==> src/sv/cfwf_pkg.sv <==
`default_nettype none
// ----------------------------------------------------------------------------
// cfwf_pkg: shared types and constants of the face wetted fraction block
// Quotient format, latencies, control bundle and the face argument table.
// ----------------------------------------------------------------------------
package cfwf_pkg;

	localparam int FRACTION_BITS_DEF = 16;
	localparam int QB                = 30;       // quotient fraction bits (Q1.30)
	localparam int IT_W              = QB + 1;   // intersection width, 0..1.0
	localparam int N_IT              = 12;       // edge intersections per cell
	localparam int N_FACE            = 6;
	localparam int OUT_W             = 17;
	localparam int SETUP_LAT         = 4;
	localparam int DIV_LAT           = QB + 1;
	localparam int FACE_LAT          = 2;
	localparam int TOTAL_LAT         = SETUP_LAT + DIV_LAT + FACE_LAT;

	typedef enum logic [2:0] {
		K_ZERO = 3'b001,
		K_ONE  = 3'b010,
		K_DIV  = 3'b100
	} kind_t;

	typedef struct packed {
		logic full;
		logic empty;
		logic xpos;
		logic p9;
		logic p10;
		logic p11;
	} ctl_t;

	// Arguments p, q, u, v, w, x, y, z of each face; faces are early x, y, z
	// followed by late x, y, z.
	localparam logic [3:0] FACE_ARG [N_FACE][8] = '{
		'{4'd1, 4'd2, 4'd5, 4'd2, 4'd1, 4'd8,  4'd8,  4'd5},
		'{4'd0, 4'd2, 4'd4, 4'd2, 4'd0, 4'd7,  4'd7,  4'd4},
		'{4'd0, 4'd1, 4'd3, 4'd1, 4'd0, 4'd6,  4'd6,  4'd3},
		'{4'd3, 4'd4, 4'd4, 4'd9, 4'd3, 4'd11, 4'd9,  4'd11},
		'{4'd5, 4'd6, 4'd6, 4'd10, 4'd5, 4'd9, 4'd9,  4'd10},
		'{4'd7, 4'd8, 4'd8, 4'd11, 4'd7, 4'd10, 4'd11, 4'd10}
	};

	// Width that holds both fraction * normal sum and a normal << fraction bits.
	function automatic int calc_w(input int fb);
		return (fb + 16 > 35) ? fb + 16 : 35;
	endfunction

	function automatic logic [15:0] abs16(input logic [15:0] v);
		return v[15] ? 16'(-v) : v;
	endfunction

endpackage
`default_nettype wire

==> src/sv/cfwf_setup.sv <==
`default_nettype none
// ----------------------------------------------------------------------------
// cfwf_setup: front stages of the face wetted fraction pipeline
// Forms |n|, alpha and the remainders, then the twelve division requests.
// ----------------------------------------------------------------------------
module cfwf_setup import cfwf_pkg::*; #(
	parameter int FB = FRACTION_BITS_DEF,
	parameter int W  = calc_w(FB)
) (
	input  wire logic         clk,
	input  wire logic         en,
	input  wire logic [18:0]  fraction,
	input  wire logic [15:0]  normal_x,
	input  wire logic [15:0]  normal_y,
	input  wire logic [15:0]  normal_z,
	output ctl_t              ctl,
	output kind_t             kind [N_IT],
	output logic [W-1:0]      num  [N_IT],
	output logic [W-1:0]      den  [N_IT]
);

	ctl_t          ctl_s1, ctl_s2, ctl_s3, ctl_s4;
	logic [17:0]   f_s1;
	logic [15:0]   n_s1  [3];
	logic [W-1:0]  a_s2, a_s3;
	logic [W-1:0]  n_s2  [3];
	logic [W-1:0]  n_s3  [3];
	logic [W-1:0]  av_s3 [3];
	logic [2:0]    lt_s3;
	logic [34:0]   prod;
	logic [16:0]   nsum;
	logic          full1;
	kind_t         kind_c [N_IT];
	logic [W-1:0]  num_c  [N_IT];
	logic [W-1:0]  den_c  [N_IT];
	logic [2:0]    pf_c;
	kind_t         kind_s4 [N_IT];
	logic [W-1:0]  num_s4  [N_IT];
	logic [W-1:0]  den_s4  [N_IT];

	assign full1 = !fraction[18] &&
		({{(FB + 1){1'b0}}, fraction} >= ((FB + 20)'(1) << FB));

	always_ff @(posedge clk) begin
		if (en) begin
			ctl_s1.full  <= full1;
			ctl_s1.empty <= fraction[18] || (fraction == 19'd0);
			ctl_s1.xpos  <= !normal_x[15] && (normal_x != 16'd0);
			ctl_s1.p9    <= 1'b0;
			ctl_s1.p10   <= 1'b0;
			ctl_s1.p11   <= 1'b0;
			f_s1         <= fraction[17:0];
			n_s1[0]      <= abs16(normal_x);
			n_s1[1]      <= abs16(normal_y);
			n_s1[2]      <= abs16(normal_z);
		end
	end

	assign nsum = 17'(n_s1[0]) + 17'(n_s1[1]) + 17'(n_s1[2]);
	assign prod = 35'(f_s1) * 35'(nsum);

	always_ff @(posedge clk) begin
		if (en) begin
			ctl_s2 <= ctl_s1;
			a_s2   <= W'(prod);
			for (int i = 0; i < 3; i++) begin
				n_s2[i] <= W'(n_s1[i]) << FB;
			end
		end
	end

	always_ff @(posedge clk) begin
		if (en) begin
			ctl_s3 <= ctl_s2;
			a_s3   <= a_s2;
			for (int i = 0; i < 3; i++) begin
				n_s3[i]  <= n_s2[i];
				lt_s3[i] <= n_s2[i] < a_s2;
				av_s3[i] <= a_s2 - n_s2[i];
			end
		end
	end

	// Per axis group g: the near edge, the edges beyond it over axes g+1 and g-1,
	// and the far edge, present only when the remainder exceeds the normal of g+1.
	always_comb begin
		int j, k;
		for (int g = 0; g < 3; g++) begin
			j = (g == 2) ? 0 : g + 1;
			k = (g == 0) ? 2 : g - 1;
			kind_c[g]     = lt_s3[g] ? K_ONE : K_DIV;
			num_c[g]      = a_s3;
			den_c[g]      = n_s3[g];
			kind_c[3+2*g] = !lt_s3[g] ? K_ZERO :
				(n_s3[j] >= av_s3[g]) ? K_DIV : K_ONE;
			num_c[3+2*g]  = av_s3[g];
			den_c[3+2*g]  = n_s3[j];
			pf_c[g]       = lt_s3[g] && (n_s3[j] < av_s3[g]);
			kind_c[9+g]   = pf_c[g] ? K_DIV : K_ZERO;
			num_c[9+g]    = av_s3[g] - n_s3[j];
			den_c[9+g]    = n_s3[k];
			kind_c[4+2*g] = !lt_s3[g] ? K_ZERO :
				(n_s3[k] >= av_s3[g]) ? K_DIV : K_ONE;
			num_c[4+2*g]  = av_s3[g];
			den_c[4+2*g]  = n_s3[k];
		end
	end

	always_ff @(posedge clk) begin
		if (en) begin
			ctl_s4 <= {ctl_s3.full, ctl_s3.empty, ctl_s3.xpos, pf_c[0], pf_c[1], pf_c[2]};
			for (int i = 0; i < N_IT; i++) begin
				kind_s4[i] <= kind_c[i];
				num_s4[i]  <= num_c[i];
				den_s4[i]  <= den_c[i];
			end
		end
	end

	assign ctl  = ctl_s4;
	assign kind = kind_s4;
	assign num  = num_s4;
	assign den  = den_s4;

endmodule
`default_nettype wire

==> config.mk <==
export PLATFORM = sky130hd
export DESIGN_NAME = cfwf_setup
export DESIGN_NICKNAME = d
export VERILOG_FILES = /design/src/sv/cfwf_pkg.sv /design/src/sv/cfwf_setup.sv
export SDC_FILE = /design/constraint.sdc
export NUM_CORES = 1
export LEC_CHECK = 0
export BUFFER_PORTS_ARGS = -buffer_cell sky130_fd_sc_hd__buf_2
export CORE_AREA = 2 2 367 369
export DETAILED_ROUTE_END_ITERATION = 8
export DIE_AREA = 0 0 369 371
export PLACE_DENSITY_LB_ADDON = 0.1
export SYNTH_ARGS = -nofsm -noshare
export SYNTH_HDL_FRONTEND = slang
export SYNTH_SLANG_ARGS = --single-unit
==> constraint.sdc <==
create_clock -name clk -period 8.6 [get_ports clk]
set_input_delay 0 -clock clk [delete_from_list [all_inputs] [get_ports clk]]
set_output_delay 0 -clock clk [all_outputs]
set_load 0.03 [all_outputs]
==> results of run 1 <==
worst reg2reg max path: cells and delay by family (launching register included):
| family | cells | cell delay (ns) |
|---|---|---|
| compound gates | 10 | 1.93 |
| xor+xnor | 2 | 0.26 |
| flops | 1 | 0.42 |
| buf+inv | 7 | 0.85 |
| fa+ha+maj | 10 | 4.47 |
| simple gates | 1 | 0.11 |
stage by stage:
| stage | utilization [%] | worst slack, ns | instance area (sq um) |
|---|---|---|---|
| after floorplan | - | 0.404 | 40200 |
| after global placement | 31.3 | 0.0660 | 41500 |
| after detailed placement | 31.3 | 0.0199 | 41500 |
| after CTS | 33.7 | 0.0239 | 44800 |
| after global routing | 33.9 | 0.00467 | 45000 |
| final | 33.9 | 0.342 | 45000 |
timing repair:
action                                  CTS  global route
endpoints found under the setup margin    1            14
pin swaps                                 0             7
gates resized for setup                   2            28
hold buffers                             97             0
setup buffers                             0             6
endpoints found under the hold margin   174             0
cell families (layout without fill, tap and decap cells):
family                     after synthesis  count (layout)  share of synthesized area, %
AOI/OAI and AO/OA                      444             444                          7.54
xor gates and xnor gates               174             174                          3.91
adders and majority gates              533             533                          22.0
buffers and inverters                 1221            1528                          17.9
DFF                                    528             528                          40.3
other                                    1             247                       0.00953
and+or+nand+nor                        684             684                          8.36
cell type report:
cell class | count | area [sq um]
Clock inverter | 41 | 492
Multi-Input combinational cell | 2069 | 17500
Clock buffer | 80 | 1770
Sequential cell | 528 | 15900
Tap cell | 1768 | 2210
Antenna cell | 13 | 32.5
Inverter | 506 | 1900
Timing Repair Buffer | 901 | 5270
Fill cell | 13600 | 87800
cells in the final DEF (no fill, tap or decap), drive strengths merged, types with 31 or more instances in the layout:
master	n
dlygate4sd3	97
a21o	75
nor3	41
clkbuf	80
and2	101
clkinv	31
buf	804
edfxtp	528
o21ai	89
fa	262
a21oi	113
conb	234
nand2	289
nor2	85
ha	271
inv	507
xnor2	125
xor2	49
worst paths after layout:
| check | from | endpoint | depth (start not counted) | slack [ns] |
|---|---|---|---|---|
| max | n_s1[0][33] | a_s2[31] | 30 | 0.34 |
| min | fraction[16] | f_s1[16] | 2 | 0.07 |
| max reg2reg | n_s1[0][33] | a_s2[31] | 30 | 0.34 |
| min reg2reg | ctl_s3[4] | ctl[4] | 0 | 0.41 |
metal layers:
metal | vias up | wire length [microns] | track usage [%]
met2 | 750 | 58200 | 29.2
met5 | - | 157 | 0
met1 | 12600 | 55000 | 23.6
met3 | 156 | 6340 | 3.22
li1 | 12000 | - | -
met4 | 24 | 3010 | 4.60
sequential cells by signal, summed over array words and instances, names as in the netlist:
signal,cells
a_s2,35
a_s3,35
av_s3,57
ctl,4
ctl_s1,3
ctl_s2,3
ctl_s3,3
den,48
f_s1,18
kind,26
lt_s3,3
n_s1,48
n_s2,48
n_s3,48
num,149
==> flow_summary.toml, run 1 <==
[run_status]
status = "finished clean"

[setup_path]
cpMaxStageDelayCell = "fa_1"
crit_family = "adder cells"
crit_top_cell = "fa_1"
cp_max_fo = 11
worstSetupPathType = "reg2reg"
crit_buf_inv = 7
cp-end-kind = "flip-flop"
crit_arrival_ns = 8.66
crit_required_ns = 9.01
start_kind = "flip-flop"
slowest_delay_ns = 0.58

[floorplanning]
fp-row-count = 134
die_x_microns = 369
die-area_sq_mm = 0.137
coreArea_sq_mm = 0.133
fp.dieH_microns = 371
pin_count = 951
start_util_pct = 29.6

[clock_tree]
clock_sinks = 528
clockBufferDepth = 3
cts_htree_levels = 3
path_clk_slew_ns = 0.05
numCtsBuffers = 69
cts_root_buf = "clkbuf_16"
clk_latency_ns = 0.67
tritoncts = "built"

[sta]
drv_slew = 0
post-route-min-period_ns = 8.26
setup_viol = 0
slew_headroom_pct = 32.0
skew_ns = 0.0260
rsz0062_at_grt = "no"
timing.hold.ws_ns = 0.0690
fmax_ghz = 0.121
post-route-period-util_pct = 96.0
finalHoldViolations = 0
worst_slew_pin_slew_ns = 1.02
fin_tns_setup_ns = 0

[drt]
post_drt_via_cell_ratio = 4.33
wl_mm = 123
dr.first_iter.drc_count = 1272
dr.pass1.iters = 5
vias = 25600
drc_errors = 0
ant_nets = 0
avgRoutedWirePerCell_microns = 20.8

[logic_synthesis]
syn_area_per_cell_sq_um = 11.0
ys.flop_type = "edfxtp_1"
synth_top_area_cell = "edfxtp_1"
seq_area_frac_synth_pct = 40.3
netlist_instances = 3585
yosys_warnings = 0
synthMostInstantiatedCell = "buf_4"
ys_ff_latch = 528
synth_top_area_share_pct = 40.3
synth_cell_type_count = 74
synthesis.area_sq_mm = 0.0393
ys_async_sr_fraction_pct = 0
ys_top_cells_by_area = "edfxtp_1 40%, fa_1 13%, buf_4 13%, ha_1 8.6%, inv_1 4.8%"
synth_edf_count = 528
synthTopCellsByCount = "655 x buf_4, 528 x edfxtp_1, 506 x inv_1"

[placed_design]
portBuffers = 716
dp_cells = 5669
hpwlAfterDp_mm = 100
place_congestion = 0.841

[global_routing]
grt_pass1_wl_mm = 175
grt_usage_pct = 17.6
first_global_vias = 25400
grt_max_degree = 154
overflow = 0
antenna_found_initial = 28

[cells_and_area]
synthToLayoutAreaGrowth_pct = 14.4
fin_nets = 4677
stdcell_count = 5906
drive_above_1_share_pct = 23.1

[min_path]
hp-class = "in2reg"

[run]
drv_cap = 0
Power of run 1 is not shown: default switching activity piles up to over one toggle a cycle in this logic, so the estimate is an artifact.
==> inputs of run 2 (changes only) <==
--- a/config.mk
+++ b/config.mk
@@ -5,7 +5,7 @@
 export SDC_FILE = /design/constraint.sdc
 export NUM_CORES = 1
 export LEC_CHECK = 0
-export BUFFER_PORTS_ARGS = -buffer_cell sky130_fd_sc_hd__buf_2
+export BUFFER_PORTS_ARGS = -buffer_cell sky130_fd_sc_hd__buf_4
 export CORE_AREA = 2 2 367 369
 export DETAILED_ROUTE_END_ITERATION = 8
 export DIE_AREA = 0 0 369 371
==> flow_summary.toml, run 2 (same netlist as run 1, synthesis figures left out) <==
[cells_and_area]
synthToLayoutAreaGrowth_pct = 19.1
fin_nets = 4678
final_cell_mix = "795 x buf_4, 528 x edfxtp_1, 506 x inv_1, 288 x nand2_1, 267 x ha_1"
final_common_cell = "buf_4"
final_area_sq_mm = 0.0468
largest_reg_flops = 149
drive_above_1_share_pct = 23.3

[clock_tree]
clockBufferDepth = 3
clock_sinks = 528
path_clk_slew_ns = 0.07
cts_htree_levels = 3
numCtsBuffers = 69
clk_latency_ns = 0.64
tritoncts = "built"
cts_root_buf = "clkbuf_16"

[setup_path]
cp_max_fo = 7
slowest_delay_ns = 0.55
cp-end-kind = "flip-flop"
crit_arrival_ns = 8.62
crit_start = "n_s1[0][33]"
crit_buf_inv = 5
cpMaxStageDelayCell = "fa_1"
crit_required_ns = 8.97
start_kind = "flip-flop"
crit_family = "adder cells"
crit_top_cell = "fa_1"
worstSetupPathType = "reg2reg"
r2r-start = "n_s1[0][33]"

[floorplanning]
coreArea_sq_mm = 0.133
start_util_pct = 29.6
fp-row-count = 134
fp.dieH_microns = 371
die_x_microns = 369
pin_count = 951
die-area_sq_mm = 0.137

[sta]
drv_slew = 0
setup_viol = 0
timing.hold.ws_ns = 0.0693
layout_setup_ws_ns = 0.356
slew_headroom_pct = 31.7
worst_slew_pin_slew_ns = 1.02
post-route-min-period_ns = 8.24
rsz0062_at_grt = "yes"
finalHoldViolations = 0
skew_ns = 0.0321
fmax_ghz = 0.121
post-route-period-util_pct = 95.9

[placed_design]
placed_area_sq_mm = 0.0434
hpwlAfterDp_mm = 102
dp_slack_ns = 0.0316
portBuffers = 716
place_congestion = 0.847

[global_routing]
use_met3_pct = 3.78
antenna_found_initial = 34
grt_busiest_layer = "met2"
overflow = 0
met2_usage_pct = 29.4
grt_pass1_wl_mm = 177
grt_use_met1_pct = 23.1
first_global_vias = 25700
grt_max_degree = 151
grt_usage_pct = 17.8

[drt]
drc_errors = 0
vias = 25600
wl_mm = 125
avgRoutedWirePerCell_microns = 21.1
post_drt_via_cell_ratio = 4.34
dr.first_iter.drc_count = 1373
ant_nets = 0
dr.pass1.iters = 5

[min_path]
hold_start = "fraction[7]"
hp-class = "in2reg"

[run_status]
status = "finished clean"

[run]
drv_cap = 0
[run 2: layout make-up]
cell class,count,area [sq um]
Antenna cell,11,27.5
Clock buffer,82,1780
Clock inverter,40,400
Fill cell,13400,85900
Inverter,506,1900
Multi-Input combinational cell,2069,17500
Sequential cell,528,15900
Tap cell,1768,2210
Timing Repair Buffer,902,7130
[run 2: path summary, 6_finish.rpt]
check / cells after the start / slack [ns] / endpoint
setup / recovery: 29 / 0.36 / a_s2[32]
hold / removal: 2 / 0.07 / f_s1[7]
setup reg to reg: 29 / 0.36 / a_s2[32]
hold reg to reg: 0 / 0.41 / num[346]
[run 2: worst reg2reg max path, delay by kind of cell (launching register included)]
| kind | cells | cell delay (ns) |
|---|---|---|
| fa+ha+maj | 10 | 4.40 |
| compound gates | 8 | 1.61 |
| simple gates | 4 | 0.73 |
| buf+inv | 5 | 0.53 |
| flops | 1 | 0.41 |
| xor+xnor | 2 | 0.31 |
[run 2: timing repair]
item                                    CTS  global route
resized for setup                         4            34
hold buffers                             96             0
endpoints found under the setup margin    2            13
buffers inserted                          0             9
pin swaps                                 0            25
endpoints found under the hold margin   135             0
cloned                                    0             0
[run 2: through the flow]
stage	util, %	instances	TNS (ns)
global placement	32.7	5668	0
finish	35.3	5906	0
detailed placement	32.7	5668	0
floorplan	-	3818	0
global route	35.3	5902	-0.00887
CTS	35.0	5886	0
[run 2: metal layers]
metal / vias to the layer above / routed length (microns)
met5: - / 172
li1: 12000 / -
met2: 755 / 59300
met3: 147 / 7290
met1: 12700 / 54600
met4: 26 / 3550
Power of run 2 is left out for the same reason.
